`src/rtl/assert_macros.svh`:
```
// ----------------------------------------------------------------------------
// assertion macros
// shared property shapes for the encoder speed pid rtl
// ----------------------------------------------------------------------------
`ifndef ASSERT_MACROS_SVH
`define ASSERT_MACROS_SVH

// same-cycle implication, disabled during reset
`define ESPID_ASSERT_IMPLIES(label, clk, rst, ante, cons) \
   label: assert property (@(posedge clk) disable iff (rst) (ante) |-> (cons)) \
      else $error("%m: implication check failed");

// next-cycle implication, disabled during reset
`define ESPID_ASSERT_NEXT(label, clk, rst, ante, cons) \
   label: assert property (@(posedge clk) disable iff (rst) (ante) |=> (cons)) \
      else $error("%m: next-cycle check failed");

`endif

```
`src/rtl/espid_pkg.sv`:
```
// ----------------------------------------------------------------------------
// espid_pkg
// widths, codes and control types of the encoder speed pid controller
// ----------------------------------------------------------------------------
package espid_pkg;

   localparam int MOTOR_COUNT  = 4;
   localparam int IDX_W        = 2;
   localparam int GAIN_W       = 16;
   localparam int SCALE_W      = 16;
   localparam int COUNT_W      = 16;
   localparam int MAG_W        = 16;
   localparam int TARGET_W     = 24;
   localparam int SPEED_W      = 24;
   localparam int SPEED_FRAC   = 8;
   localparam int ERR_W        = 25;
   localparam int DIFF_W       = 26;
   localparam int SUM_W        = 40;
   localparam int SUM_LO_W     = 24;
   localparam int SUM_HI_W     = SUM_W - SUM_LO_W;
   localparam int MUL_A_W      = 17;
   localparam int MUL_B_W      = 27;
   localparam int PROD_W       = MUL_A_W + MUL_B_W;
   localparam int ACC_W        = 60;
   localparam int OUT_SHIFT    = 16;
   localparam int PWM_W        = 16;
   localparam int CSR_INDEX_W  = 3;
   localparam int CSR_DATA_W   = 16;

   localparam logic [GAIN_W-1:0]  GAIN_P_RESET      = 16'd17920;
   localparam logic [GAIN_W-1:0]  GAIN_I_RESET      = 16'd1792;
   localparam logic [GAIN_W-1:0]  GAIN_D_RESET      = 16'd512;
   localparam logic [SCALE_W-1:0] SCALE_ZERO_RESET  = 16'd14826;
   localparam logic [SCALE_W-1:0] SCALE_OTHER_RESET = 16'd3707;

   localparam logic signed [SUM_W-1:0] SUM_MAX = {1'b0, {(SUM_W-1){1'b1}}};
   localparam logic signed [SUM_W-1:0] SUM_MIN = {1'b1, {(SUM_W-1){1'b0}}};
   localparam logic [PWM_W-1:0]        PWM_MAX = {PWM_W{1'b1}};

   typedef enum logic [CSR_INDEX_W-1:0] {
      CSR_GAIN_P  = 3'd0,
      CSR_GAIN_I  = 3'd1,
      CSR_GAIN_D  = 3'd2,
      CSR_SCALE_0 = 3'd3,
      CSR_SCALE_1 = 3'd4,
      CSR_SCALE_2 = 3'd5,
      CSR_SCALE_3 = 3'd6
   } csr_index_type;

   typedef struct packed {
      logic [GAIN_W-1:0]                   gain_p;
      logic [GAIN_W-1:0]                   gain_i;
      logic [GAIN_W-1:0]                   gain_d;
      logic [MOTOR_COUNT-1:0][SCALE_W-1:0] scale;
   } csr_type;

   typedef enum logic [3:0] {
      S_IDLE,
      S_MAG,
      S_ERR,
      S_MUL_P,
      S_MUL_D,
      S_MUL_ILO,
      S_MUL_IHI,
      S_ACC,
      S_OUT
   } state_type;

   typedef enum logic [2:0] {
      MUL_MAG_SCALE,
      MUL_P_ERR,
      MUL_D_DIFF,
      MUL_I_LO,
      MUL_I_HI
   } mul_sel_type;

   typedef enum logic [1:0] {
      ACC_HOLD,
      ACC_LOAD,
      ACC_ADD,
      ACC_ADD_HI
   } acc_op_type;

   typedef struct packed {
      logic        load_in;
      mul_sel_type mul_sel;
      logic        update_state;
      acc_op_type  acc_op;
      logic        load_out;
   } ctrl_cmd_type;

   typedef struct packed {
      logic out_free;
   } ctrl_status_type;

endpackage

```
`src/rtl/espid_req_if.sv`:
```
// ----------------------------------------------------------------------------
// espid_req_if
// control tick channel: valid/ready with the tick payload
// ----------------------------------------------------------------------------
interface espid_req_if;
   logic                                    valid;
   logic                                    ready;
   logic [espid_pkg::IDX_W-1:0]             motor_index;
   logic signed [espid_pkg::COUNT_W-1:0]    encoder_count;
   logic signed [espid_pkg::TARGET_W-1:0]   target_speed;
   logic                                    force_stop;

   modport source (
      output valid, motor_index, encoder_count, target_speed, force_stop,
      input  ready
   );

   modport sink (
      input  valid, motor_index, encoder_count, target_speed, force_stop,
      output ready
   );
endinterface

```
`src/rtl/espid_rsp_if.sv`:
```
// ----------------------------------------------------------------------------
// espid_rsp_if
// pwm result channel: valid/ready with motor index and duty
// ----------------------------------------------------------------------------
interface espid_rsp_if;
   logic                         valid;
   logic                         ready;
   logic [espid_pkg::IDX_W-1:0]  motor_out_index;
   logic [espid_pkg::PWM_W-1:0]  pwm_duty;

   modport source (
      output valid, motor_out_index, pwm_duty,
      input  ready
   );

   modport sink (
      input  valid, motor_out_index, pwm_duty,
      output ready
   );
endinterface

```
`src/rtl/espid_csr.sv`:
```
// ----------------------------------------------------------------------------
// espid_csr
// gain and scale registers behind the write-only config port
// ----------------------------------------------------------------------------
module espid_csr (
   input  logic                               clock,
   input  logic                               reset,
   input  logic                               csr_write_enable,
   input  logic [espid_pkg::CSR_INDEX_W-1:0]  csr_index,
   input  logic [espid_pkg::CSR_DATA_W-1:0]   csr_write_data,
   output espid_pkg::csr_type                 csr
);

   espid_pkg::csr_type csr_ff;
   espid_pkg::csr_type csr_in;

   always_comb begin
      csr_in = csr_ff;
      if (csr_write_enable) begin
         unique case (espid_pkg::csr_index_type'(csr_index))
            espid_pkg::CSR_GAIN_P:  csr_in.gain_p   = csr_write_data;
            espid_pkg::CSR_GAIN_I:  csr_in.gain_i   = csr_write_data;
            espid_pkg::CSR_GAIN_D:  csr_in.gain_d   = csr_write_data;
            espid_pkg::CSR_SCALE_0: csr_in.scale[0] = csr_write_data;
            espid_pkg::CSR_SCALE_1: csr_in.scale[1] = csr_write_data;
            espid_pkg::CSR_SCALE_2: csr_in.scale[2] = csr_write_data;
            espid_pkg::CSR_SCALE_3: csr_in.scale[3] = csr_write_data;
            default: begin
               // unused index, write dropped
            end
         endcase
      end
   end

   always_ff @(posedge clock) begin
      if (reset) begin
         csr_ff.gain_p   <= espid_pkg::GAIN_P_RESET;
         csr_ff.gain_i   <= espid_pkg::GAIN_I_RESET;
         csr_ff.gain_d   <= espid_pkg::GAIN_D_RESET;
         csr_ff.scale[0] <= espid_pkg::SCALE_ZERO_RESET;
         csr_ff.scale[1] <= espid_pkg::SCALE_OTHER_RESET;
         csr_ff.scale[2] <= espid_pkg::SCALE_OTHER_RESET;
         csr_ff.scale[3] <= espid_pkg::SCALE_OTHER_RESET;
      end else begin
         csr_ff <= csr_in;
      end
   end

   assign csr = csr_ff;

endmodule

```
`src/rtl/espid_ctrl.sv`:
```
// ----------------------------------------------------------------------------
// espid_ctrl
// sequencer: steps one tick through speed, error and the shared multiplier
// ----------------------------------------------------------------------------
`include "assert_macros.svh"

module espid_ctrl (
   input  logic                        clock,
   input  logic                        reset,
   input  logic                        req_valid,
   output logic                        req_ready,
   input  espid_pkg::ctrl_status_type  status,
   output espid_pkg::ctrl_cmd_type     cmd
);

   espid_pkg::state_type state_ff;
   espid_pkg::state_type state_in;

   always_ff @(posedge clock) begin
      if (reset) begin
         state_ff <= espid_pkg::S_IDLE;
      end else begin
         state_ff <= state_in;
      end
   end

   always_comb begin
      state_in         = state_ff;
      req_ready        = 1'b0;
      cmd.load_in      = 1'b0;
      cmd.mul_sel      = espid_pkg::MUL_MAG_SCALE;
      cmd.update_state = 1'b0;
      cmd.acc_op       = espid_pkg::ACC_HOLD;
      cmd.load_out     = 1'b0;
      unique case (state_ff)
         espid_pkg::S_IDLE: begin
            req_ready   = 1'b1;
            cmd.load_in = req_valid;
            if (req_valid) begin
               state_in = espid_pkg::S_MAG;
            end
         end
         espid_pkg::S_MAG: begin
            cmd.mul_sel = espid_pkg::MUL_MAG_SCALE;
            state_in    = espid_pkg::S_ERR;
         end
         espid_pkg::S_ERR: begin
            cmd.update_state = 1'b1;
            state_in         = espid_pkg::S_MUL_P;
         end
         espid_pkg::S_MUL_P: begin
            cmd.mul_sel = espid_pkg::MUL_P_ERR;
            state_in    = espid_pkg::S_MUL_D;
         end
         espid_pkg::S_MUL_D: begin
            cmd.mul_sel = espid_pkg::MUL_D_DIFF;
            cmd.acc_op  = espid_pkg::ACC_LOAD;
            state_in    = espid_pkg::S_MUL_ILO;
         end
         espid_pkg::S_MUL_ILO: begin
            cmd.mul_sel = espid_pkg::MUL_I_LO;
            cmd.acc_op  = espid_pkg::ACC_ADD;
            state_in    = espid_pkg::S_MUL_IHI;
         end
         espid_pkg::S_MUL_IHI: begin
            cmd.mul_sel = espid_pkg::MUL_I_HI;
            cmd.acc_op  = espid_pkg::ACC_ADD;
            state_in    = espid_pkg::S_ACC;
         end
         espid_pkg::S_ACC: begin
            cmd.acc_op = espid_pkg::ACC_ADD_HI;
            state_in   = espid_pkg::S_OUT;
         end
         espid_pkg::S_OUT: begin
            if (status.out_free) begin
               cmd.load_out = 1'b1;
               state_in     = espid_pkg::S_IDLE;
            end
         end
         default: begin
            state_in = espid_pkg::S_IDLE;
         end
      endcase
   end

   `ESPID_ASSERT_NEXT(a_accept_starts_tick, clock, reset, req_valid && req_ready, state_ff == espid_pkg::S_MAG)
   `ESPID_ASSERT_IMPLIES(a_idle_leaves_state_alone, clock, reset, req_ready, !cmd.update_state && cmd.acc_op == espid_pkg::ACC_HOLD)

endmodule

```
`src/rtl/espid_dp.sv`:
```
// ----------------------------------------------------------------------------
// espid_dp
// datapath: per-motor state, shared multiplier, accumulator, result register
// ----------------------------------------------------------------------------
`include "assert_macros.svh"

module espid_dp (
   input  logic                                   clock,
   input  logic                                   reset,
   input  espid_pkg::ctrl_cmd_type                cmd,
   output espid_pkg::ctrl_status_type             status,
   input  espid_pkg::csr_type                     csr,
   input  logic [espid_pkg::IDX_W-1:0]            req_motor_index,
   input  logic signed [espid_pkg::COUNT_W-1:0]   req_encoder_count,
   input  logic signed [espid_pkg::TARGET_W-1:0]  req_target_speed,
   input  logic                                   req_force_stop,
   output logic                                   rsp_valid,
   input  logic                                   rsp_ready,
   output logic [espid_pkg::IDX_W-1:0]            rsp_motor_out_index,
   output logic [espid_pkg::PWM_W-1:0]            rsp_pwm_duty
);

   // per-motor controller state
   logic signed [espid_pkg::SUM_W-1:0] error_sum_ff [espid_pkg::MOTOR_COUNT];
   logic signed [espid_pkg::ERR_W-1:0] prev_err_ff  [espid_pkg::MOTOR_COUNT];

   // captured tick
   logic [espid_pkg::IDX_W-1:0]           idx_ff;
   logic [espid_pkg::MAG_W-1:0]           mag_ff;
   logic [espid_pkg::MAG_W-1:0]           mag_in;
   logic [espid_pkg::SCALE_W-1:0]         scale_ff;
   logic signed [espid_pkg::TARGET_W-1:0] target_ff;
   logic                                  stop_ff;

   // error stage
   logic [espid_pkg::SPEED_W-1:0]         speed;
   logic signed [espid_pkg::ERR_W-1:0]    err_ff, err_in;
   logic signed [espid_pkg::DIFF_W-1:0]   diff_ff, diff_in;
   logic signed [espid_pkg::SUM_W:0]      sum_wide;
   logic signed [espid_pkg::SUM_W-1:0]    sum_ff, sum_in;

   // shared multiplier and accumulator
   logic signed [espid_pkg::MUL_A_W-1:0]  mul_a;
   logic signed [espid_pkg::MUL_B_W-1:0]  mul_b;
   logic signed [espid_pkg::PROD_W-1:0]   prod_ff, prod_in;
   logic signed [espid_pkg::ACC_W-1:0]    prod_ext;
   logic signed [espid_pkg::ACC_W-1:0]    acc_ff, acc_in;

   // result register
   logic                                  rsp_valid_ff;
   logic [espid_pkg::IDX_W-1:0]           rsp_idx_ff;
   logic [espid_pkg::PWM_W-1:0]           rsp_pwm_ff, pwm_in;

   assign mag_in = req_encoder_count[espid_pkg::COUNT_W-1]
                 ? (~req_encoder_count + espid_pkg::MAG_W'(1))
                 : req_encoder_count;

   always_ff @(posedge clock) begin
      if (cmd.load_in) begin
         idx_ff    <= req_motor_index;
         mag_ff    <= mag_in;
         scale_ff  <= csr.scale[req_motor_index];
         target_ff <= req_target_speed;
         stop_ff   <= req_force_stop;
      end
   end

   // speed is the Q.8 magnitude, forced to zero on stop
   assign speed = stop_ff ? '0
                : prod_ff[espid_pkg::SPEED_W+espid_pkg::SPEED_FRAC-1:espid_pkg::SPEED_FRAC];

   always_comb begin
      err_in   = $signed({target_ff[espid_pkg::TARGET_W-1], target_ff})
               - $signed({1'b0, speed});
      diff_in  = $signed({err_in[espid_pkg::ERR_W-1], err_in})
               - $signed({prev_err_ff[idx_ff][espid_pkg::ERR_W-1], prev_err_ff[idx_ff]});
      sum_wide = $signed({error_sum_ff[idx_ff][espid_pkg::SUM_W-1], error_sum_ff[idx_ff]})
               + $signed({{(espid_pkg::SUM_W+1-espid_pkg::ERR_W){err_in[espid_pkg::ERR_W-1]}},
                          err_in});
      // top two bits disagree: integral ran past its 40-bit range
      if (sum_wide[espid_pkg::SUM_W] != sum_wide[espid_pkg::SUM_W-1]) begin
         sum_in = sum_wide[espid_pkg::SUM_W] ? espid_pkg::SUM_MIN : espid_pkg::SUM_MAX;
      end else begin
         sum_in = sum_wide[espid_pkg::SUM_W-1:0];
      end
   end

   always_ff @(posedge clock) begin
      if (reset) begin
         for (int i = 0; i < espid_pkg::MOTOR_COUNT; i++) begin
            error_sum_ff[i] <= '0;
            prev_err_ff[i]  <= '0;
         end
      end else if (cmd.update_state) begin
         error_sum_ff[idx_ff] <= sum_in;
         prev_err_ff[idx_ff]  <= err_in;
      end
   end

   always_ff @(posedge clock) begin
      if (cmd.update_state) begin
         err_ff  <= err_in;
         diff_ff <= diff_in;
         sum_ff  <= sum_in;
      end
   end

   // operand select: gains and scale are unsigned, zero-extended by one bit
   always_comb begin
      mul_a = $signed({1'b0, scale_ff});
      mul_b = $signed({{(espid_pkg::MUL_B_W-espid_pkg::MAG_W){1'b0}}, mag_ff});
      case (cmd.mul_sel)
         espid_pkg::MUL_MAG_SCALE: begin
            mul_a = $signed({1'b0, scale_ff});
            mul_b = $signed({{(espid_pkg::MUL_B_W-espid_pkg::MAG_W){1'b0}}, mag_ff});
         end
         espid_pkg::MUL_P_ERR: begin
            mul_a = $signed({1'b0, csr.gain_p});
            mul_b = $signed({{(espid_pkg::MUL_B_W-espid_pkg::ERR_W){err_ff[espid_pkg::ERR_W-1]}},
                             err_ff});
         end
         espid_pkg::MUL_D_DIFF: begin
            mul_a = $signed({1'b0, csr.gain_d});
            mul_b = $signed({{(espid_pkg::MUL_B_W-espid_pkg::DIFF_W){diff_ff[espid_pkg::DIFF_W-1]}},
                             diff_ff});
         end
         espid_pkg::MUL_I_LO: begin
            mul_a = $signed({1'b0, csr.gain_i});
            mul_b = $signed({{(espid_pkg::MUL_B_W-espid_pkg::SUM_LO_W){1'b0}},
                             sum_ff[espid_pkg::SUM_LO_W-1:0]});
         end
         espid_pkg::MUL_I_HI: begin
            mul_a = $signed({1'b0, csr.gain_i});
            mul_b = $signed({{(espid_pkg::MUL_B_W-espid_pkg::SUM_HI_W){sum_ff[espid_pkg::SUM_W-1]}},
                             sum_ff[espid_pkg::SUM_W-1:espid_pkg::SUM_LO_W]});
         end
         default: begin
         end
      endcase
   end

   assign prod_in = mul_a * mul_b;

   always_ff @(posedge clock) begin
      prod_ff <= prod_in;
   end

   assign prod_ext = {{(espid_pkg::ACC_W-espid_pkg::PROD_W){prod_ff[espid_pkg::PROD_W-1]}},
                      prod_ff};

   always_comb begin
      acc_in = acc_ff;
      case (cmd.acc_op)
         espid_pkg::ACC_LOAD:   acc_in = prod_ext;
         espid_pkg::ACC_ADD:    acc_in = acc_ff + prod_ext;
         espid_pkg::ACC_ADD_HI: acc_in = acc_ff + (prod_ext <<< espid_pkg::SUM_LO_W);
         default:               acc_in = acc_ff;
      endcase
   end

   always_ff @(posedge clock) begin
      acc_ff <= acc_in;
   end

   // negative drive gives zero, anything past 16 bits after the shift saturates
   always_comb begin
      if (acc_ff[espid_pkg::ACC_W-1]) begin
         pwm_in = '0;
      end else if (|acc_ff[espid_pkg::ACC_W-2:espid_pkg::OUT_SHIFT+espid_pkg::PWM_W]) begin
         pwm_in = espid_pkg::PWM_MAX;
      end else begin
         pwm_in = acc_ff[espid_pkg::OUT_SHIFT+espid_pkg::PWM_W-1:espid_pkg::OUT_SHIFT];
      end
   end

   always_ff @(posedge clock) begin
      if (reset) begin
         rsp_valid_ff <= 1'b0;
      end else if (cmd.load_out) begin
         rsp_valid_ff <= 1'b1;
      end else if (rsp_ready) begin
         rsp_valid_ff <= 1'b0;
      end
   end

   always_ff @(posedge clock) begin
      if (cmd.load_out) begin
         rsp_idx_ff <= idx_ff;
         rsp_pwm_ff <= pwm_in;
      end
   end

   assign status.out_free     = !rsp_valid_ff || rsp_ready;
   assign rsp_valid           = rsp_valid_ff;
   assign rsp_motor_out_index = rsp_idx_ff;
   assign rsp_pwm_duty        = rsp_pwm_ff;

   `ESPID_ASSERT_IMPLIES(a_load_out_slot_free, clock, reset, cmd.load_out, !rsp_valid_ff || rsp_ready)
   `ESPID_ASSERT_NEXT(a_state_written_back, clock, reset, cmd.update_state, error_sum_ff[idx_ff] == sum_ff && prev_err_ff[idx_ff] == err_ff)

endmodule

```
`src/rtl/encoder_speed_pid_top.sv`:
```
// ----------------------------------------------------------------------------
// encoder_speed_pid_top
// four-motor pid speed controller driven by encoder counts
// ----------------------------------------------------------------------------
// Each req transaction is one control tick for one motor: the encoder count
// is scaled to a Q.8 speed (magnitude, zero when force_stop is set), the
// error against the target is added into a saturating 40-bit integral, and
// Kp*e + Ki*I + Kd*(e - last error) is shifted right by 16 and clamped to
// 0..65535 as the pwm duty of one rsp transaction. Ticks are handled one at
// a time. A tick steps through the scale product, the error, the Kp and Kd
// products, the Ki products on the low and high halves of the integral, the
// last accumulator add and the result load; all five products share the
// single 17x27 multiplier. The next tick is accepted the cycle after its
// predecessor's result is loaded, and a result waiting on rsp does not block
// the following tick until its own result is ready. The user must write
// gains and scales through the csr port only while no tick is in flight;
// the block itself does not enforce this. Index 7 is ignored.
module encoder_speed_pid_top (
   input  logic                               clock,
   input  logic                               reset,
   espid_req_if.sink                          req_if,
   espid_rsp_if.source                        rsp_if,
   input  logic                               csr_write_enable,
   input  logic [espid_pkg::CSR_INDEX_W-1:0]  csr_index,
   input  logic [espid_pkg::CSR_DATA_W-1:0]   csr_write_data
);

   // configuration registers
   espid_pkg::csr_type         csr;

   // controller to datapath commands and back
   espid_pkg::ctrl_cmd_type    cmd;
   espid_pkg::ctrl_status_type status;

   espid_csr u_csr (
      .clock            (clock),
      .reset            (reset),
      .csr_write_enable (csr_write_enable),
      .csr_index        (csr_index),
      .csr_write_data   (csr_write_data),
      .csr              (csr)
   );

   // sequencer owns the req handshake
   espid_ctrl u_ctrl (
      .clock     (clock),
      .reset     (reset),
      .req_valid (req_if.valid),
      .req_ready (req_if.ready),
      .status    (status),
      .cmd       (cmd)
   );

   // datapath owns the rsp output register
   espid_dp u_dp (
      .clock               (clock),
      .reset               (reset),
      .cmd                 (cmd),
      .status              (status),
      .csr                 (csr),
      .req_motor_index     (req_if.motor_index),
      .req_encoder_count   (req_if.encoder_count),
      .req_target_speed    (req_if.target_speed),
      .req_force_stop      (req_if.force_stop),
      .rsp_valid           (rsp_if.valid),
      .rsp_ready           (rsp_if.ready),
      .rsp_motor_out_index (rsp_if.motor_out_index),
      .rsp_pwm_duty        (rsp_if.pwm_duty)
   );

endmodule

```
`src/flat_wrapper.sv`:
```
// flat-port wrapper written by rule: the top's interface ports become plain ports
module encoder_speed_pid_top_flat 
  (clock, reset, csr_write_enable, csr_index, csr_write_data, req_if_valid, req_if_motor_index, req_if_encoder_count, req_if_target_speed, req_if_force_stop, req_if_ready, rsp_if_valid, rsp_if_motor_out_index, rsp_if_pwm_duty, rsp_if_ready);
  espid_req_if req_if_i ();
  espid_rsp_if rsp_if_i ();
  input  logic clock;
  input  logic reset;
  input  logic csr_write_enable;
  input  logic [espid_pkg::CSR_INDEX_W-1:0] csr_index;
  input  logic [espid_pkg::CSR_DATA_W-1:0] csr_write_data;
  input wire logic [$bits(req_if_i.valid)-1:0] req_if_valid;
  input wire logic [$bits(req_if_i.motor_index)-1:0] req_if_motor_index;
  input wire logic [$bits(req_if_i.encoder_count)-1:0] req_if_encoder_count;
  input wire logic [$bits(req_if_i.target_speed)-1:0] req_if_target_speed;
  input wire logic [$bits(req_if_i.force_stop)-1:0] req_if_force_stop;
  output wire logic [$bits(req_if_i.ready)-1:0] req_if_ready;
  output wire logic [$bits(rsp_if_i.valid)-1:0] rsp_if_valid;
  output wire logic [$bits(rsp_if_i.motor_out_index)-1:0] rsp_if_motor_out_index;
  output wire logic [$bits(rsp_if_i.pwm_duty)-1:0] rsp_if_pwm_duty;
  input wire logic [$bits(rsp_if_i.ready)-1:0] rsp_if_ready;
  assign req_if_i.valid = req_if_valid;
  assign req_if_i.motor_index = req_if_motor_index;
  assign req_if_i.encoder_count = req_if_encoder_count;
  assign req_if_i.target_speed = req_if_target_speed;
  assign req_if_i.force_stop = req_if_force_stop;
  assign req_if_ready = req_if_i.ready;
  assign rsp_if_valid = rsp_if_i.valid;
  assign rsp_if_motor_out_index = rsp_if_i.motor_out_index;
  assign rsp_if_pwm_duty = rsp_if_i.pwm_duty;
  assign rsp_if_i.ready = rsp_if_ready;
  encoder_speed_pid_top u_core (.clock(clock), .reset(reset), .req_if(req_if_i), .rsp_if(rsp_if_i), .csr_write_enable(csr_write_enable), .csr_index(csr_index), .csr_write_data(csr_write_data));
endmodule
```
`config.mk`:
```
export PLATFORM = sky130hd
export DESIGN_NAME = encoder_speed_pid_top_flat
export DESIGN_NICKNAME = d
export VERILOG_FILES = /design/src/rtl/espid_pkg.sv /design/src/rtl/espid_req_if.sv /design/src/rtl/espid_rsp_if.sv /design/src/rtl/espid_csr.sv /design/src/rtl/espid_ctrl.sv /design/src/rtl/espid_dp.sv /design/src/rtl/encoder_speed_pid_top.sv /design/src/flat_wrapper.sv
export VERILOG_INCLUDE_DIRS = /design/src /design/src/rtl
export SDC_FILE = /design/constraint.sdc
export NUM_CORES = 2
export LEC_CHECK = 0
export ABC_AREA = 1
export CAP_MARGIN = 40
export CORE_MARGIN = 8
export CORE_UTILIZATION = 45
export CTS_CLUSTER_DIAMETER = 60
export CTS_CLUSTER_SIZE = 8
export DETAILED_ROUTE_END_ITERATION = 8
export DONT_BUFFER_PORTS = 1
export PLACE_DENSITY_LB_ADDON = 0.3
export SLEW_MARGIN = 20
export SYNTH_ARGS = -nofsm -noshare
export SYNTH_HDL_FRONTEND = slang
export SYNTH_SLANG_ARGS = --single-unit
export TNS_END_PERCENT = 50
```
`constraint.sdc`:
```
create_clock -name clock -period 10.87 [get_ports clock]
set_input_delay 1.087 -clock clock [delete_from_list [all_inputs] [get_ports clock]]
set_output_delay 1.087 -clock clock [all_outputs]
set_load 0.01 [all_outputs]
```
---- Yosys cells after proc, flatten, opt, wreduce, memory -nomap -nowiden ----
Memories as Yosys holds them, arrays and structs flattened. A register that Yosys moved wholly into a read port is not among the register bits.
Cells that the tools add are included.
W data, S select, Z words.
storage, ports and cells
  bits in registers ....................... 389
  word-level logic and storage cells ...... 111
  memories ................................ 2
  memory bits (writable) .................. 260
operators by class
  bitwise logic cells ..................... 1
  reductions and logical operators ........ 19
  $add $sub $neg .......................... 6
  muxes and demuxes ....................... 35
  equal/unequal tests ..................... 24
  magnitude comparators ................... 1
  multipliers ............................. 1
memories
  name                      depth  bits a word  read ports  clocked after memory_dff  write ports  RTL line        RTL
  u_core.u_dp.error_sum_ff  4      40           1           1                         4            espid_dp.sv:24  logic signed [espid_pkg::SUM_W-1:0] error_sum_ff [espid_pkg::MOTOR_COUNT];
  u_core.u_dp.prev_err_ff   4      25           1           1                         4            espid_dp.sv:25  logic signed [espid_pkg::ERR_W-1:0] prev_err_ff [espid_pkg::MOTOR_COUNT];
operators with widths
  kind                     count
  $pmux W60 S3             1
  $mux W40                 3
  $pmux W27 S4             1
  $add A60 B44 Y60         1
  $add A60 B60 Y60         1
  $pmux W16 S3             1
  $mul A17 B27 Y44         1
  $add A40 B25 Y41         1
  $reduce_or A40 Y1        1
  $pmux W4 S9              1
  $bmux W16 S2             1
  $mux W16                 2
  $reduce_or A27 Y1        1
  $sub A25 B25 Y26         1
  $mux W25                 1
  $reduce_or A25 Y1        1
  $sub A24 B25 Y25         1
  $mux W24                 1
  $add A16 B2 Y16 const B  1
  $eq A4 B3 Y1 const B     4
  $not A16 Y16             1
  $reduce_and A2 Y1        8
  $mux W15                 1
  $mux W1                  14
  other kinds (23)         37

---- Depth between registers and ports, before layout ----
  depth after elaboration ................. 7
  depth in mapped cells ................... 37

---- Hierarchy ----
A second synthesis with hierarchy kept.
second synthesis, totals
  cells, all modules ...................... 6,827
  area total of the unflattened synthesis .. 54,159.4 µm²
modules (own cells, without submodules)
  module      seq. area each (µm²)  times used  cells each  area an instance (µm²)
  espid_dp    15,595.0              1           6,193       49,627.6
  espid_csr   2,242.2               1           596         4,284.1
  espid_ctrl  80.1                  1           38          247.7

---- Worst setup path before layout ----
Ideal clock, no wire load.
  path kind ............................... register -> register
  start ................................... register u_core.u_ctrl.state_ff[2]
  end ..................................... register u_core.u_dp.prod_ff[28] (netlist bit)
  stages on the path, launching flop included .. 32
  arrival ................................. 8.365 ns
  setup slack ............................. 2.433 ns
  period minus slack after synthesis ...... 8.437 ns
  path buffers ............................ 2
  path through ............................ dfxtp_1 > inv_1 > nor2_2 > inv_1 > nor2_1 > inv_1 > nand2_2 > buf_4 > buf_4 > nand2_1 > o21ai_2 > inv_1 > nand2_1 > fa_1 > fa_1 > inv_1 > fa_1 > inv_1 > fa_1 > inv_1 > fa_1 > inv_1 > fa_1 > inv_1 > ha_1 > nand2_1 > nor2_1 > inv_1 > nor4_1 > a21oi_1 > o21ai_0 > xor2_1
between the ends
  cells in the longest elaborated chain, start to end .. 6
  elaborated cells on any way between the ends .. 13
ends and longest elaborated chain
  what                                          RTL line          RTL
  from (decl)                                   espid_ctrl.sv:16  espid_pkg::state_type state_ff;
  from (signal assigned)                        espid_ctrl.sv:21  state_ff <= espid_pkg::S_IDLE;
  from (signal assigned)                        espid_ctrl.sv:23  state_ff <= state_in;
  $eq A4 B3 Y1 or $eq A4 B2 Y1 (tied branches)  espid_ctrl.sv:35  unique case (state_ff)
  $pmux W3 S4 *                                 espid_ctrl.sv:35
  $eq A3 B3 Y1 or $eq A3 B2 Y1 (tied branches)  espid_dp.sv:112   case (cmd.mul_sel)
  $reduce_or A2 Y1 (no source line)             --
  $pmux W16 S3                                  espid_dp.sv:112
  $mul A17 B27 Y44 *                            espid_dp.sv:142   assign prod_in = mul_a * mul_b;
  named net u_core.u_dp.prod_in (one bit)       espid_dp.sv:45    logic signed [espid_pkg::PROD_W-1:0] prod_ff, prod_in;
  to (signal assigned)                          espid_dp.sv:145   prod_ff <= prod_in;
  to (decl)                                     espid_dp.sv:45
The timed path passes the listed nets; every way through them passes the cells marked *.
A chain may end at the register's enable or synchronous reset.

---- Worst setup path in the final report ----
  start ................................... register u_core.u_ctrl.state_ff[3]
  end ..................................... register u_core.u_dp.prod_ff[28] (netlist bit)
Same word-level chain as after synthesis.

==> run_results.csv <==
group,metric,value,unit
outcome,outcome,"complete, no violations",
sta,rsz0062_at_grt,"no",
sta,relSlewSlack,0.353,
detailed_routing,first_iter_violations,4230,
cts,path_clk_slew,50,ps
yosys,ys_types,55,
global_routing,grt_pass1_vias,46071,
cts,clk_latency,720,ps
placed_design,dp_hpwl,149000,um
worst_setup_path,startpoint_type,"register",
yosys,synth_nets,7468,
sta,hold_violations,0,
global_routing,antenna_found_initial,6,
yosys,syn_avg_cell_area,8.01,sq um
worst_setup_path,slowest_delay,570,ps
sta,final.setup_skew,45.0,ps
yosys,yosys.area.top_type,"edfxtp_1",
die,coreArea,0.118,sq mm
cts,cts_resized,0,
yosys,synthCells,6697,
yosys,synth_edf_count,488,
global_routing,grt_max_degree,86,
hold_path,hold_class,"reg2reg",
cells_and_area,drive_above_1_share,0.0465,
die,rows,126,
worst_setup_path,cp_max_fo,38,
worst_setup_path,arrival,9290,ps
sta,period_share,0.798,
global_routing,track_usage,0.282,
die,ios,87,
sta,layout_min_cycle_time,8670,ps
yosys,yosys_warnings,0,
die,die_area,0.131,sq mm
die,start_util,0.454,
yosys,synthesis.area,0.0537,sq mm
cts,cts_inserted_buffers,101,
yosys,ys_seq_area_frac,0.334,
detailed_routing,drtPass1Iterations,6,
worst_setup_path,crit_slowest_cell,"clkinv_1",
cts,cts.path.max_buffers,3,
yosys,synth_async_sr_flop_share,0,
yosys,ys_top_cells_by_area,"edfxtp_1 27%, fa_1 15%, nand2_1 10%, inv_1 7.3%, ha_1 6.8%",
detailed_routing,postRouteAntennaNets,0,
sta,drv_slew,0,
worst_setup_path,crit_type,"reg2reg",
job,cap_violations,0,
global_routing,grt.overflow.total,0,
worst_setup_path,worstPathRequired,11490,ps
cells_and_area,fin_nets,7449,
detailed_routing,vias,46358,
cts,htreeDepth,3,
die,die_w,361,um
sta,tightest_slew,970,ps
yosys,synth_ff_type,"edfxtp_1",
cells_and_area,area_delta_synth_final,9.53,%
worst_setup_path,endpoint_kind,"register",
global_routing,grt_pass1_wl,282000,um
cts,hold_buffers,0,
detailed_routing,via_per_inst,5.60,
placed_design,place_congestion,0.985,
sta,setup_viol,0,
sta,fmaxAchievable,115,MHz
detailed_routing,drt_wl_total,188000,um
yosys,ys_ff_latch,651,
yosys,synth.top_cell.area_share,0.273,
die,fp.dieH,361,um
cts,cts_setup_buffers,0,
placed_design,port_buffers,0,
detailed_routing,wire_per_inst,22.7,um
cts,cts_tree,"done",
cts,cts_root_buf,"clkbuf_16",
detailed_routing,drc,0,
sta,setup_tns,0,ps
cts,cts_sinks,651,
==> placed cells by master (no fill, tap or decap), types with 15 or more instances in the layout <==
cell       count
o22ai_1       62
nor4_1        21
a32o_1        27
nand4_1       37
o21ai_2       16
xor2_1        83
nor3_1        48
buf_4         64
clkbuf_1      28
nand3_1      273
xnor2_1       43
nand2_1     1447
edfxtp_1     488
o21ai_0      385
inv_1       1033
dfxtp_1      162
a31oi_1       16
a221oi_1      15
nand2_4       16
ha_1         290
clkbuf_16    105
a22o_1        20
o21bai_1      37
a21o_1        24
a21oi_1      474
o21a_1        17
fa_1         414
a21boi_0      15
nor2_1       906
==> metrics by stage <==
step / setup slack, ps / cell area, sq um / hold slack, ps / utilization / instances
4_1_cts: 2260 / 58800 / 413 / 0.497 / 8269
3_3_place_gp: 2040 / 55200 / 432 / 0.467 / 8090
2_1_floorplan: 2430 / 53700 / 424 / - / 6697
6_report: 2200 / 58800 / 450 / 0.497 / 8272
5_1_grt: 1700 / 58800 / 425 / 0.497 / 8269
3_5_place_dp: 2310 / 55600 / 438 / 0.470 / 8111
==> path summary, 6_finish.rpt <==
path	from	to	slack [ps]	depth (start not counted)
worst min-delay path	u_core.u_csr.csr[38]	u_core.u_csr.csr[38]	450	2
worst max-delay path	u_core.u_ctrl.state_ff[3]	u_core.u_dp.prod_ff[28]	2200	30
worst min register to register	u_core.u_csr.csr[38]	u_core.u_csr.csr[38]	450	2
worst max register to register	u_core.u_ctrl.state_ff[3]	u_core.u_dp.prod_ff[28]	2200	30
==> metal layers <==
metal  vias to the layer above  track usage  share of wire
li1                      21618            -              -
met5                         -            0       0.000096
met4                         2        0.133          0.053
met2                      1939        0.465           0.46
met1                     22354        0.359           0.41
met3                       445       0.0483          0.078
==> final cells by class <==
class,instances,area (sq um)
Clock inverter,22,355
Antenna cell,3,7.51
Sequential cell,651,17900
Inverter,1050,3950
Tap cell,1536,1920
Fill cell,11457,59500
Timing Repair Buffer,81,828
Multi-Input combinational cell,4793,31000
Clock buffer,136,2770
==> logic make-up after synthesis <==
kind of cell	Yosys count	synth area share
and+or+nand+nor	2811	0.212
AOI/OAI and AO/OA	1152	0.122
DFF	651	0.334
xor gates and xnor gates	126	0.0206
buffers and inverters	1253	0.0899
adders and majority gates	704	0.222
==> critical path, delay by kind of cell, from the launching register on <==
family	cells	cell delay, ps
simple gates	10	1960
compound gates	4	1100
buf+inv	8	1600
fa+ha+maj	7	3300
flops	1	450
xor+xnor	1	150
==> state kept, by name, summed over array words and instances (netlist names), 16 cells and up, named ones only <==
| name | cells |
|---|---|
| u_core.u_dp.diff_ff | 26 |
| u_core.u_dp.rsp_pwm_duty | 16 |
| u_core.u_dp.scale_ff | 16 |
| u_core.u_dp.prev_err_ff | 100 |
| u_core.u_dp.err_ff | 25 |
| u_core.u_csr.csr | 112 |
| u_core.u_dp.error_sum_ff | 160 |
| u_core.u_dp.sum_ff | 40 |
| u_core.u_dp.prod_ff | 44 |
| u_core.u_dp.acc_ff | 60 |
| u_core.u_dp.target_ff | 24 |
| u_core.u_dp.mag_ff | 16 |
==> cell usage after synthesis (all sizes together) (24+ instances only) <==
master	number
clkbuf	128
nand4	37
o21bai	37
inv	1045
a21o	24
nor2	916
dfxtp	163
nand2	1476
xor2	83
nand3	277
xnor2	43
edfxtp	488
nor3	49
buf	75
o21ai	410
fa	414
ha	290
o22ai	62
a21oi	488
a32o	27
Power is left out: the tool's default activity adds up to more than one toggle a clock period on the data nets, which glitch-free logic cannot reach.
